## src/bfla_pkg.sv

```systemverilog
// Shared types and constants for the beacon frame level averager.
`default_nettype none

package bfla_pkg;

    localparam int DATA_W      = 8;
    localparam int SRC_W       = 3;
    localparam int FC_W        = 16;
    localparam int LEVEL_W     = 20;
    localparam int SUM_W       = 24;
    localparam int SCALE_W     = 12;
    localparam int NUM_SOURCES = 4;
    localparam int SRC_IDX_W   = 2;
    localparam int WIN_PRIOR   = 7;
    localparam int FILL_W      = 3;
    localparam int QUEUE_DEPTH = 4;
    localparam int QUEUE_AW    = 2;
    localparam int CFG_IDX_W   = 2;
    localparam int CFG_DATA_W  = 12;
    localparam int OUT_DATA_W  = 40;

    localparam logic [DATA_W-1:0]    DIGIT_ZERO  = 8'd48;
    localparam logic [DATA_W-1:0]    HEAD_RESET  = 8'hCA;
    localparam logic [DATA_W-1:0]    TAIL_RESET  = 8'hFE;
    localparam logic [SCALE_W-1:0]   SCALE_RESET = 12'd64;

    // configuration register indexes
    localparam logic [CFG_IDX_W-1:0] REG_HEAD  = 2'd0;
    localparam logic [CFG_IDX_W-1:0] REG_TAIL  = 2'd1;
    localparam logic [CFG_IDX_W-1:0] REG_SCALE = 2'd2;

    // one queued operation: a counted frame, an end of buffer, or both
    typedef struct packed {
        logic                 frame;
        logic [SRC_IDX_W-1:0] src_idx;
        logic [DATA_W-1:0]    level;
        logic                 eob;
    } op_t;

endpackage

`default_nettype wire

```

## src/bfla_front.sv

```systemverilog
// Byte window, frame match and source decode; emits operations to the queue.
`default_nettype none

module bfla_front
(
    input  wire logic                          clk,
    input  wire logic                          rst_n,
    input  wire logic                          in_valid,
    output logic                               in_ready,
    input  wire logic [bfla_pkg::DATA_W-1:0]   data_byte,
    input  wire logic                          end_of_buffer,
    input  wire logic [bfla_pkg::DATA_W-1:0]   head_byte,
    input  wire logic [bfla_pkg::DATA_W-1:0]   tail_byte,
    input  wire logic                          queue_full,
    output logic                               push,
    output bfla_pkg::op_t                      push_op
);

    logic [bfla_pkg::DATA_W-1:0] prior_reg [bfla_pkg::WIN_PRIOR];
    logic [bfla_pkg::FILL_W-1:0] fill_reg;

    logic              accept;
    logic              hit;
    logic              src_ok;
    logic signed [12:0] hi_s;
    logic signed [12:0] lo_s;
    logic signed [12:0] src_s;

    assign in_ready = !queue_full;
    assign accept   = in_valid && in_ready;

    assign hit = (fill_reg == bfla_pkg::FILL_W'(bfla_pkg::WIN_PRIOR)) &&
                 (prior_reg[0] == head_byte) && (data_byte == tail_byte);

    // source = (b1 - '0') * 10 + (b2 - '0'), signed
    assign hi_s  = $signed({5'b0, prior_reg[1]}) - $signed({5'b0, bfla_pkg::DIGIT_ZERO});
    assign lo_s  = $signed({5'b0, prior_reg[2]}) - $signed({5'b0, bfla_pkg::DIGIT_ZERO});
    assign src_s = (hi_s <<< 3) + (hi_s <<< 1) + lo_s;

    assign src_ok = (src_s >= 13'sd1) &&
                    (src_s <= $signed(13'(bfla_pkg::NUM_SOURCES)));

    assign push = accept && ((hit && src_ok) || end_of_buffer);

    always_comb
    begin
        push_op.frame   = hit && src_ok;
        push_op.src_idx = bfla_pkg::SRC_IDX_W'(src_s - 13'sd1);
        push_op.level   = prior_reg[6];
        push_op.eob     = end_of_buffer;
    end

    always_ff @(posedge clk or negedge rst_n)
    begin
        if (!rst_n)
        begin
            fill_reg <= '0;
        end
        else if (accept)
        begin
            if (hit || end_of_buffer)
            begin
                fill_reg <= '0;
            end
            else if (fill_reg != bfla_pkg::FILL_W'(bfla_pkg::WIN_PRIOR))
            begin
                fill_reg <= fill_reg + 1'b1;
            end
        end
    end

    // window bytes; fill count says which are meaningful
    always_ff @(posedge clk)
    begin
        if (accept && !hit && !end_of_buffer)
        begin
            if (fill_reg != bfla_pkg::FILL_W'(bfla_pkg::WIN_PRIOR))
            begin
                prior_reg[fill_reg] <= data_byte;
            end
            else
            begin
                for (int i = 0; i < bfla_pkg::WIN_PRIOR - 1; i++)
                begin
                    prior_reg[i] <= prior_reg[i+1];
                end
                prior_reg[bfla_pkg::WIN_PRIOR-1] <= data_byte;
            end
        end
    end

endmodule

`default_nettype wire

```

## src/bfla_queue.sv

```systemverilog
// Short operation queue between front and back.
`default_nettype none

module bfla_queue
(
    input  wire logic           clk,
    input  wire logic           rst_n,
    input  wire logic           push,
    input  wire bfla_pkg::op_t  push_op,
    output logic                full,
    input  wire logic           pop,
    output bfla_pkg::op_t       pop_op,
    output logic                empty
);

    bfla_pkg::op_t                 entry_reg [bfla_pkg::QUEUE_DEPTH];
    logic [bfla_pkg::QUEUE_AW-1:0] wr_ptr_reg;
    logic [bfla_pkg::QUEUE_AW-1:0] rd_ptr_reg;
    logic [bfla_pkg::QUEUE_AW:0]   count_reg;

    assign full   = (count_reg == (bfla_pkg::QUEUE_AW+1)'(bfla_pkg::QUEUE_DEPTH));
    assign empty  = (count_reg == '0);
    assign pop_op = entry_reg[rd_ptr_reg];

    always_ff @(posedge clk or negedge rst_n)
    begin
        if (!rst_n)
        begin
            wr_ptr_reg <= '0;
            rd_ptr_reg <= '0;
            count_reg  <= '0;
        end
        else
        begin
            if (push)
            begin
                wr_ptr_reg <= wr_ptr_reg + 1'b1;
            end
            if (pop)
            begin
                rd_ptr_reg <= rd_ptr_reg + 1'b1;
            end
            if (push && !pop)
            begin
                count_reg <= count_reg + 1'b1;
            end
            else if (pop && !push)
            begin
                count_reg <= count_reg - 1'b1;
            end
        end
    end

    always_ff @(posedge clk)
    begin
        if (push)
        begin
            entry_reg[wr_ptr_reg] <= push_op;
        end
    end

endmodule

`default_nettype wire

```

## src/bfla_back.sv

```systemverilog
// Per-source counters and sums, scaled average by shift-subtract divider.
`default_nettype none

module bfla_back
#(
    parameter int COUNT_BITS = 16
)
(
    input  wire logic                           clk,
    input  wire logic                           rst_n,
    input  wire logic                           queue_empty,
    input  wire bfla_pkg::op_t                  pop_op,
    output logic                                pop,
    input  wire logic [bfla_pkg::SCALE_W-1:0]   scale_q4,
    output logic                                out_valid,
    input  wire logic                           out_ready,
    output logic [bfla_pkg::SRC_W-1:0]          source_id,
    output logic [bfla_pkg::FC_W-1:0]           frame_count,
    output logic [bfla_pkg::LEVEL_W-1:0]        level_q4,
    output logic                                last_of_run
);

    localparam int CW     = COUNT_BITS;
    localparam int RW     = COUNT_BITS + 1;
    localparam int PROD_W = bfla_pkg::SUM_W + bfla_pkg::SCALE_W;
    localparam int QW     = bfla_pkg::LEVEL_W;
    localparam int STEP_W = $clog2(QW);
    localparam int FCX_W  = (COUNT_BITS > bfla_pkg::FC_W) ? COUNT_BITS : bfla_pkg::FC_W;

    localparam logic [CW-1:0]     CNT_MAX  = {CW{1'b1}};
    localparam logic [1:0]        ST_IDLE  = 2'd0;
    localparam logic [1:0]        ST_MUL   = 2'd1;
    localparam logic [1:0]        ST_DIV   = 2'd2;
    localparam logic [1:0]        ST_OUT   = 2'd3;
    localparam logic [bfla_pkg::SRC_IDX_W-1:0] LAST_IDX =
        bfla_pkg::SRC_IDX_W'(bfla_pkg::NUM_SOURCES - 1);

    logic [1:0]                      state_reg;
    logic [1:0]                      state_next;
    logic [bfla_pkg::SRC_IDX_W-1:0]  k_reg;
    logic [CW-1:0]                   cnt_reg [bfla_pkg::NUM_SOURCES];
    logic [bfla_pkg::SUM_W-1:0]      sum_reg [bfla_pkg::NUM_SOURCES];
    logic [RW-1:0]                   rem_reg;
    logic [QW-1:0]                   qr_reg;
    logic [CW-1:0]                   div_cnt_reg;
    logic                            zero_reg;
    logic [STEP_W-1:0]               step_reg;

    logic                            out_valid_reg;
    logic [bfla_pkg::SRC_W-1:0]      out_src_reg;
    logic [bfla_pkg::FC_W-1:0]       out_fc_reg;
    logic [bfla_pkg::LEVEL_W-1:0]    out_level_reg;
    logic                            out_last_reg;

    logic [bfla_pkg::SRC_IDX_W-1:0]  addr;
    logic [CW-1:0]                   cnt_sel;
    logic [bfla_pkg::SUM_W-1:0]      sum_sel;
    logic [bfla_pkg::SUM_W:0]        sum_add;
    logic [bfla_pkg::SUM_W-1:0]      sum_new;
    logic                            count_it;
    logic [PROD_W-1:0]               prod;
    logic [RW-1:0]                   trial;
    logic                            ge;
    logic                            out_load;
    logic [FCX_W-1:0]                fc_ext;
    logic [bfla_pkg::FC_W-1:0]       fc_sat;

    // single read address: queued op while idle, run index otherwise
    assign addr    = (state_reg == ST_IDLE) ? pop_op.src_idx : k_reg;
    assign cnt_sel = cnt_reg[addr];
    assign sum_sel = sum_reg[addr];

    assign pop      = (state_reg == ST_IDLE) && !queue_empty;
    assign count_it = pop && pop_op.frame && (cnt_sel != CNT_MAX);
    assign sum_add  = {1'b0, sum_sel} + (bfla_pkg::SUM_W+1)'(pop_op.level);
    assign sum_new  = sum_add[bfla_pkg::SUM_W] ? {bfla_pkg::SUM_W{1'b1}}
                                               : sum_add[bfla_pkg::SUM_W-1:0];

    assign prod  = PROD_W'(sum_sel) * PROD_W'(scale_q4);
    assign trial = {rem_reg[RW-2:0], qr_reg[QW-1]};
    assign ge    = (trial >= {1'b0, div_cnt_reg});

    assign out_load = (state_reg == ST_OUT) && (!out_valid_reg || out_ready);

    assign fc_ext = FCX_W'(div_cnt_reg);
    assign fc_sat = (fc_ext > FCX_W'(17'h0FFFF)) ? {bfla_pkg::FC_W{1'b1}}
                                                 : fc_ext[bfla_pkg::FC_W-1:0];

    always_comb
    begin
        state_next = state_reg;
        case (state_reg)
            ST_IDLE:
            begin
                if (pop && pop_op.eob)
                begin
                    state_next = ST_MUL;
                end
            end
            ST_MUL:
            begin
                state_next = ST_DIV;
            end
            ST_DIV:
            begin
                if (step_reg == STEP_W'(QW - 1))
                begin
                    state_next = ST_OUT;
                end
            end
            ST_OUT:
            begin
                if (out_load)
                begin
                    state_next = (k_reg == LAST_IDX) ? ST_IDLE : ST_MUL;
                end
            end
            default:
            begin
                state_next = ST_IDLE;
            end
        endcase
    end

    always_ff @(posedge clk or negedge rst_n)
    begin
        if (!rst_n)
        begin
            state_reg     <= ST_IDLE;
            k_reg         <= '0;
            out_valid_reg <= 1'b0;
            for (int i = 0; i < bfla_pkg::NUM_SOURCES; i++)
            begin
                cnt_reg[i] <= '0;
                sum_reg[i] <= '0;
            end
        end
        else
        begin
            state_reg <= state_next;

            if (pop && pop_op.eob)
            begin
                k_reg <= '0;
            end
            else if (out_load)
            begin
                k_reg <= k_reg + 1'b1;
            end

            if (out_load)
            begin
                out_valid_reg <= 1'b1;
            end
            else if (out_ready)
            begin
                out_valid_reg <= 1'b0;
            end

            if (count_it)
            begin
                cnt_reg[addr] <= cnt_sel + 1'b1;
                sum_reg[addr] <= sum_new;
            end
            else if (out_load && (k_reg == LAST_IDX))
            begin
                for (int i = 0; i < bfla_pkg::NUM_SOURCES; i++)
                begin
                    cnt_reg[i] <= '0;
                    sum_reg[i] <= '0;
                end
            end
        end
    end

    // divider datapath: quotient is known to fit LEVEL_W bits, so the upper
    // product bits start as the partial remainder
    always_ff @(posedge clk)
    begin
        case (state_reg)
            ST_MUL:
            begin
                rem_reg     <= RW'(prod >> QW);
                qr_reg      <= prod[QW-1:0];
                div_cnt_reg <= cnt_sel;
                zero_reg    <= (cnt_sel == '0);
                step_reg    <= '0;
            end
            ST_DIV:
            begin
                rem_reg  <= ge ? (trial - {1'b0, div_cnt_reg}) : trial;
                qr_reg   <= {qr_reg[QW-2:0], ge};
                step_reg <= step_reg + 1'b1;
            end
            default:
            begin
            end
        endcase

        if (out_load)
        begin
            out_src_reg   <= {1'b0, k_reg} + 3'd1;
            out_fc_reg    <= fc_sat;
            out_level_reg <= zero_reg ? '0 : qr_reg;
            out_last_reg  <= (k_reg == LAST_IDX);
        end
    end

    assign out_valid   = out_valid_reg;
    assign source_id   = out_src_reg;
    assign frame_count = out_fc_reg;
    assign level_q4    = out_level_reg;
    assign last_of_run = out_last_reg;

    a_no_pop_busy: assert property (@(posedge clk) disable iff (!rst_n)
        pop |-> (state_reg == ST_IDLE))
        else $error("queue popped while result run in progress");

    a_empty_level: assert property (@(posedge clk) disable iff (!rst_n)
        (out_valid_reg && (out_fc_reg == '0)) |-> (out_level_reg == '0))
        else $error("nonzero level for source without frames");

    a_last_src: assert property (@(posedge clk) disable iff (!rst_n)
        out_valid_reg |-> (out_last_reg == (out_src_reg == 3'd4)))
        else $error("run end flag not on final source");

    a_cleared: assert property (@(posedge clk) disable iff (!rst_n)
        (out_load && (k_reg == LAST_IDX)) |=> (cnt_reg[0] == '0 && sum_reg[0] == '0))
        else $error("source totals not cleared at run end");

endmodule

`default_nettype wire

```

## src/beacon_frame_level_averager.sv

```systemverilog
// Beacon frame level averager: top level with config registers and stream ports.
// Input: one byte transfer per cycle while the 4-entry operation queue has room.
// Buffer end: four results, one per source, each from a product step, 20 divide
// steps and the output register; the next source starts once a result is loaded.
// Reset (rst_n, async low): window, counts, sums and queue cleared; config
// registers return to head 0xCA, tail 0xFE, scale 64 (4.0).
`default_nettype none

module beacon_frame_level_averager
#(
    parameter int COUNT_BITS = 16
)
(
    input  wire logic                                clk,
    input  wire logic                                rst_n,
    // received bytes
    input  wire logic                                s_tvalid,
    output logic                                     s_tready,
    input  wire logic [bfla_pkg::DATA_W-1:0]         s_tdata,   // [7:0] data_byte
    input  wire logic                                s_tlast,   // end_of_buffer
    // per-source results
    output logic                                     m_tvalid,
    input  wire logic                                m_tready,
    // [2:0] source_id, [18:3] frame_count, [38:19] level_q4, [39] zero
    output logic [bfla_pkg::OUT_DATA_W-1:0]          m_tdata,
    output logic                                     m_tlast,   // last_of_run
    // register writes
    input  wire logic                                cfg_valid,
    output logic                                     cfg_ready,
    input  wire logic [bfla_pkg::CFG_IDX_W-1:0]      cfg_index,
    input  wire logic [bfla_pkg::CFG_DATA_W-1:0]     cfg_data
);

    logic [bfla_pkg::DATA_W-1:0]  head_reg;
    logic [bfla_pkg::DATA_W-1:0]  tail_reg;
    logic [bfla_pkg::SCALE_W-1:0] scale_reg;

    logic                         push;
    bfla_pkg::op_t                push_op;
    logic                         queue_full;
    logic                         queue_empty;
    logic                         pop;
    bfla_pkg::op_t                pop_op;

    logic [bfla_pkg::SRC_W-1:0]   source_id;
    logic [bfla_pkg::FC_W-1:0]    frame_count;
    logic [bfla_pkg::LEVEL_W-1:0] level_q4;

    // registers always take a write; unknown indexes are dropped
    assign cfg_ready = 1'b1;

    always_ff @(posedge clk or negedge rst_n)
    begin
        if (!rst_n)
        begin
            head_reg  <= bfla_pkg::HEAD_RESET;
            tail_reg  <= bfla_pkg::TAIL_RESET;
            scale_reg <= bfla_pkg::SCALE_RESET;
        end
        else if (cfg_valid && cfg_ready)
        begin
            case (cfg_index)
                bfla_pkg::REG_HEAD:  head_reg  <= cfg_data[bfla_pkg::DATA_W-1:0];
                bfla_pkg::REG_TAIL:  tail_reg  <= cfg_data[bfla_pkg::DATA_W-1:0];
                bfla_pkg::REG_SCALE: scale_reg <= cfg_data;
                default:
                begin
                end
            endcase
        end
    end

    // front: sliding window and frame match, one byte per cycle while the queue has room
    bfla_front u_front
    (
        .clk           (clk),
        .rst_n         (rst_n),
        .in_valid      (s_tvalid),
        .in_ready      (s_tready),
        .data_byte     (s_tdata),
        .end_of_buffer (s_tlast),
        .head_byte     (head_reg),
        .tail_byte     (tail_reg),
        .queue_full    (queue_full),
        .push          (push),
        .push_op       (push_op)
    );

    // decouples byte intake from the slow result run
    bfla_queue u_queue
    (
        .clk     (clk),
        .rst_n   (rst_n),
        .push    (push),
        .push_op (push_op),
        .full    (queue_full),
        .pop     (pop),
        .pop_op  (pop_op),
        .empty   (queue_empty)
    );

    // back: totals per source and the averaging run
    bfla_back
    #(
        .COUNT_BITS (COUNT_BITS)
    )
    u_back
    (
        .clk         (clk),
        .rst_n       (rst_n),
        .queue_empty (queue_empty),
        .pop_op      (pop_op),
        .pop         (pop),
        .scale_q4    (scale_reg),
        .out_valid   (m_tvalid),
        .out_ready   (m_tready),
        .source_id   (source_id),
        .frame_count (frame_count),
        .level_q4    (level_q4),
        .last_of_run (m_tlast)
    );

    assign m_tdata = {1'b0, level_q4, frame_count, source_id};

endmodule

`default_nettype wire

```

## config.mk

```make
export PLATFORM = sky130hd
export DESIGN_NAME = beacon_frame_level_averager
export DESIGN_NICKNAME = d
export VERILOG_FILES = /design/src/bfla_pkg.sv /design/src/bfla_front.sv /design/src/bfla_queue.sv /design/src/bfla_back.sv /design/src/beacon_frame_level_averager.sv
export SDC_FILE = /design/constraint.sdc
export NUM_CORES = 1
export LEC_CHECK = 0
export BUFFER_PORTS_ARGS = -buffer_cell sky130_fd_sc_hd__buf_2
export CAP_MARGIN = 20
export CORE_MARGIN = 2
export CORE_UTILIZATION = 55
export CTS_CLUSTER_DIAMETER = 40
export DETAILED_ROUTE_END_ITERATION = 12
export PLACE_DENSITY = 0.74
export SETUP_SLACK_MARGIN = 0.02
export SLEW_MARGIN = 10
export SYNTH_ARGS = -nofsm -noshare
export SYNTH_HDL_FRONTEND = slang
export SYNTH_SLANG_ARGS = --single-unit
```

## constraint.sdc

```tcl
create_clock -name clk -period 25.4 [get_ports clk]
set_input_delay 0 -clock clk [delete_from_list [all_inputs] [get_ports clk]]
set_output_delay 0 -clock clk [all_outputs]
set_load 0.005 [all_outputs]
```

==> metrics.md <==
| Metric | Value |
|---|---|
| CTS max path bufs | `3` |
| CP startpoint kind | `register` |
| Die H | `232.3 um` |
| Reg2Reg Depth | `24` |
| Total Routing Usage GR | `27.29%` |
| Clk root buf | `clkbuf_16` |
| Mapped Area | `0.02868 sq mm` |
| Synth-to-Final Area Change | `11.55%` |
| Status | `finished clean` |
| Fillers | `4,009` |
| Htree depth | `2` |
| Min-Delay Path Class | `in2async` |
| Gr ovfl total | `0` |
| Yosys top cell area share | `21.05%` |
| Number of global-route vias before repair | `21,590` |
| Fin Setup TNS | `0 ns` |
| Drt wl/cell | `20.53 um` |
| Net count, final | `3,139` |
| Clock Latency Late Sink | `0.63 ns` |
| Max-cap violations | `0` |
| Iteration-0 DRC Markers | `1,725` |
| Worst setup skew after layout | `0.03938 ns` |
| Antenna Diode Count | `0` |
| Starting Density | `55.78%` |
| Worst Max-Slew Pin Slew | `1.086 ns` |
| Total nets after synthesis | `3,084` |
| Synth Flop Type | `edfxtp_1` |
| Critical path class | `reg2reg` |
| Detailed-route DRC error count | `0` |
| Post-Syn Area per Cell | `10.64 sq um` |
| Clk sinks | `404` |
| Area leader, netlist | `edfxtp_1` |
| Final worst hold slack | `0.05252 ns` |
| Placement Cell Area | `0.02967 sq mm` |
| Core Area | `0.05141 sq mm` |
| Die Wd | `232.3 um` |
| Yosys reg bits | `404` |
| Clock slew at reported path FFs | `0.06 ns` |
| First-pass GRT wire length | `116,600 um` |
| Arr. time, crit path | `9.75 ns` |
| Endpoint class of the critical path | `register` |
| Fmax | `0.1063 GHz` |
| Final setup fails | `0` |
| RSZ-0062 raised after global routing | `false` |
| Area of the die | `0.05398 sq mm` |
| Max reg flops | `96` |
| Worst R2R End | `u_back.rem_reg[9]` |
| RR Startpoint | `u_queue.rd_ptr_reg[0]` |
| Hpwl dp | `50,490 um` |
| Slew HR | `25.52%` |
| IO Pins | `72` |
| Total Routed Length | `71,390 um` |
| CTS buffer count | `57` |
| Fraction of layout instances using a drive strength above 1 | `11.58%` |
| Post-synth EDFFs | `201` |
| CP max FO | `82` |
| Vias per cell | `5.976` |
| CTS tree | `done` |
| Synth unique cells | `77` |
| Post-synthesis sequential area ratio | `38.82%` |
| Buffers on Ports | `69` |
| FF+latch area | `0.01113 sq mm` |
| Post-route cell area | `0.03199 sq mm` |
| Area of the multi-input gates | `0.01575 sq mm` |
| Leading post-synthesis cells by cell area | `edfxtp_1, dfrtp_1, fa_1` |
| Most common cell in the netlist | `nand2_1` |
| DRT Pass-1 Iters | `6` |
| Row cnt | `83` |
| Antenna violations before repair | `2` |
| RD Place Congestion | `0.9109` |
| Vias | `20,790` |
| Synth async-reset ratio | `50.25%` |
| Fin. Hold Viols | `0` |
| Reg2Reg Setup Slack | `15.99 ns` |
| Synth top cells by count | `nand2_1, inv_1, fa_1` |
| Final ANT Viol Nets | `0` |
| Period utilisation layout | `37.05%` |
| Syn Inst Count | `2,694` |
| Ys Warns | `0` |
| Postcts setup bufs | `0` |
| Max-slew violation count | `0` |
| CP Data Required Time | `25.74 ns` |
| Post-layout min period | `9.411 ns` |
| Largest net degree at the start of global routing | `92` |
-- per-layer routing --
metal  track usage, %  part of all wire (%)  up-vias
met5                0                 0.038        -
met4            9.014                   2.8        4
met3            5.661                   8.1      166
met2            44.55                    47      899
met1            36.52                    42    10420
li1                 -                     -     9301
-- cells by family after synthesis --
logic type / after synthesis / share of synthesized area [%]
AOI/OAI and AO/OA: 471 / 12.06
buffers and inverters: 474 / 6.536
muxes: 115 / 4.865
adders and majority gates: 362 / 21.87
xor gates and xnor gates: 94 / 2.871
and+or+nand+nor: 772 / 12.95
DFF: 404 / 38.82
other: 2 / 0.02619
-- placed cells by master (no fill, tap or decap), drive strengths merged, types with 12 or more instances in the layout --
cell / instances
nand2: 386
inv: 342
fa: 232
edfxtp: 201
dfrtp: 191
ha: 130
buf: 118
and2: 92
o2bb2ai: 86
a22o: 78
o21ai: 73
a21o: 67
clkbuf: 66
nor2: 64
mux2i: 62
xnor2: 57
a21oi: 43
nor2b: 42
nand3: 42
and3: 40
mux2: 40
a31oi: 37
xor2: 37
nor3: 27
dlygate4sd3: 25
nor4: 22
mux4: 13
a211oi: 13
dfstp: 12
nand4: 12
-- area by class of cell --
| class | count | area share, % |
|---|---|---|
| Timing Repair Buffer | 144 | 3.098 |
| Tap cell | 680 | 2.660 |
| Clock inverter | 43 | 1.643 |
| Multi-Input combinational cell | 1816 | 49.23 |
| Sequential cell | 404 | 34.80 |
| Clock buffer | 65 | 4.749 |
| Inverter | 326 | 3.826 |
-- worst max-delay path by stage --
stage | start | end | slack [ns]
6_report | u_queue.rd_ptr_reg[0] | u_back.rem_reg[9] | 15.99
5_1_grt | u_queue.rd_ptr_reg[0] | u_back.rem_reg[15] | 15.43
4_1_cts | u_queue.rd_ptr_reg[0] | u_back.rem_reg[9] | 16.07
3_5_place_dp | u_queue.rd_ptr_reg[0] | u_back.rem_reg[9] | 16.10
3_3_place_gp | u_queue.rd_ptr_reg[0] | u_back.rem_reg[9] | 16.19
2_1_floorplan | u_queue.rd_ptr_reg[0] | u_back.rem_reg[9] | 17.14
-- through the flow --
step,utilization [%],instances,setup WS (ns)
final,62.22,3478,15.99
after floorplan,-,2694,17.14
after global routing,62.22,3478,15.43
after CTS,62.17,3476,16.07
after global placement,57.68,3341,16.19
after detailed placement,57.71,3343,16.10
-- critical path, cell delays in order (launching register included) --
cell and delay, ns:
dfrtp_1 0.87, mux4_2 0.66, a21oi_4 0.16, buf_4 0.86, nand2_1 0.10, and3_1 0.20, a31oi_1 0.19, buf_4 0.29
nand2_1 0.11, fa_1 0.55, fa_1 0.52, inv_1 0.05, fa_1 0.47, fa_1 0.53, fa_1 0.51, ha_1 0.40
and3_1 0.24, and3_1 0.19, a311oi_1 0.59, nor3_1 0.17, o21ai_0 0.56, or3b_2 0.50, a21oi_1 0.18, xor2_1 0.16
mux2i_1 0.08
-- repair_timing --
action                                 CTS  global route
endpoints found under the hold margin  142             0
resized for setup                        0             0
hold buffers                            25             0
Power is not shown: default switching activity piles up to over one toggle a cycle in this logic, so the estimate is an artifact.
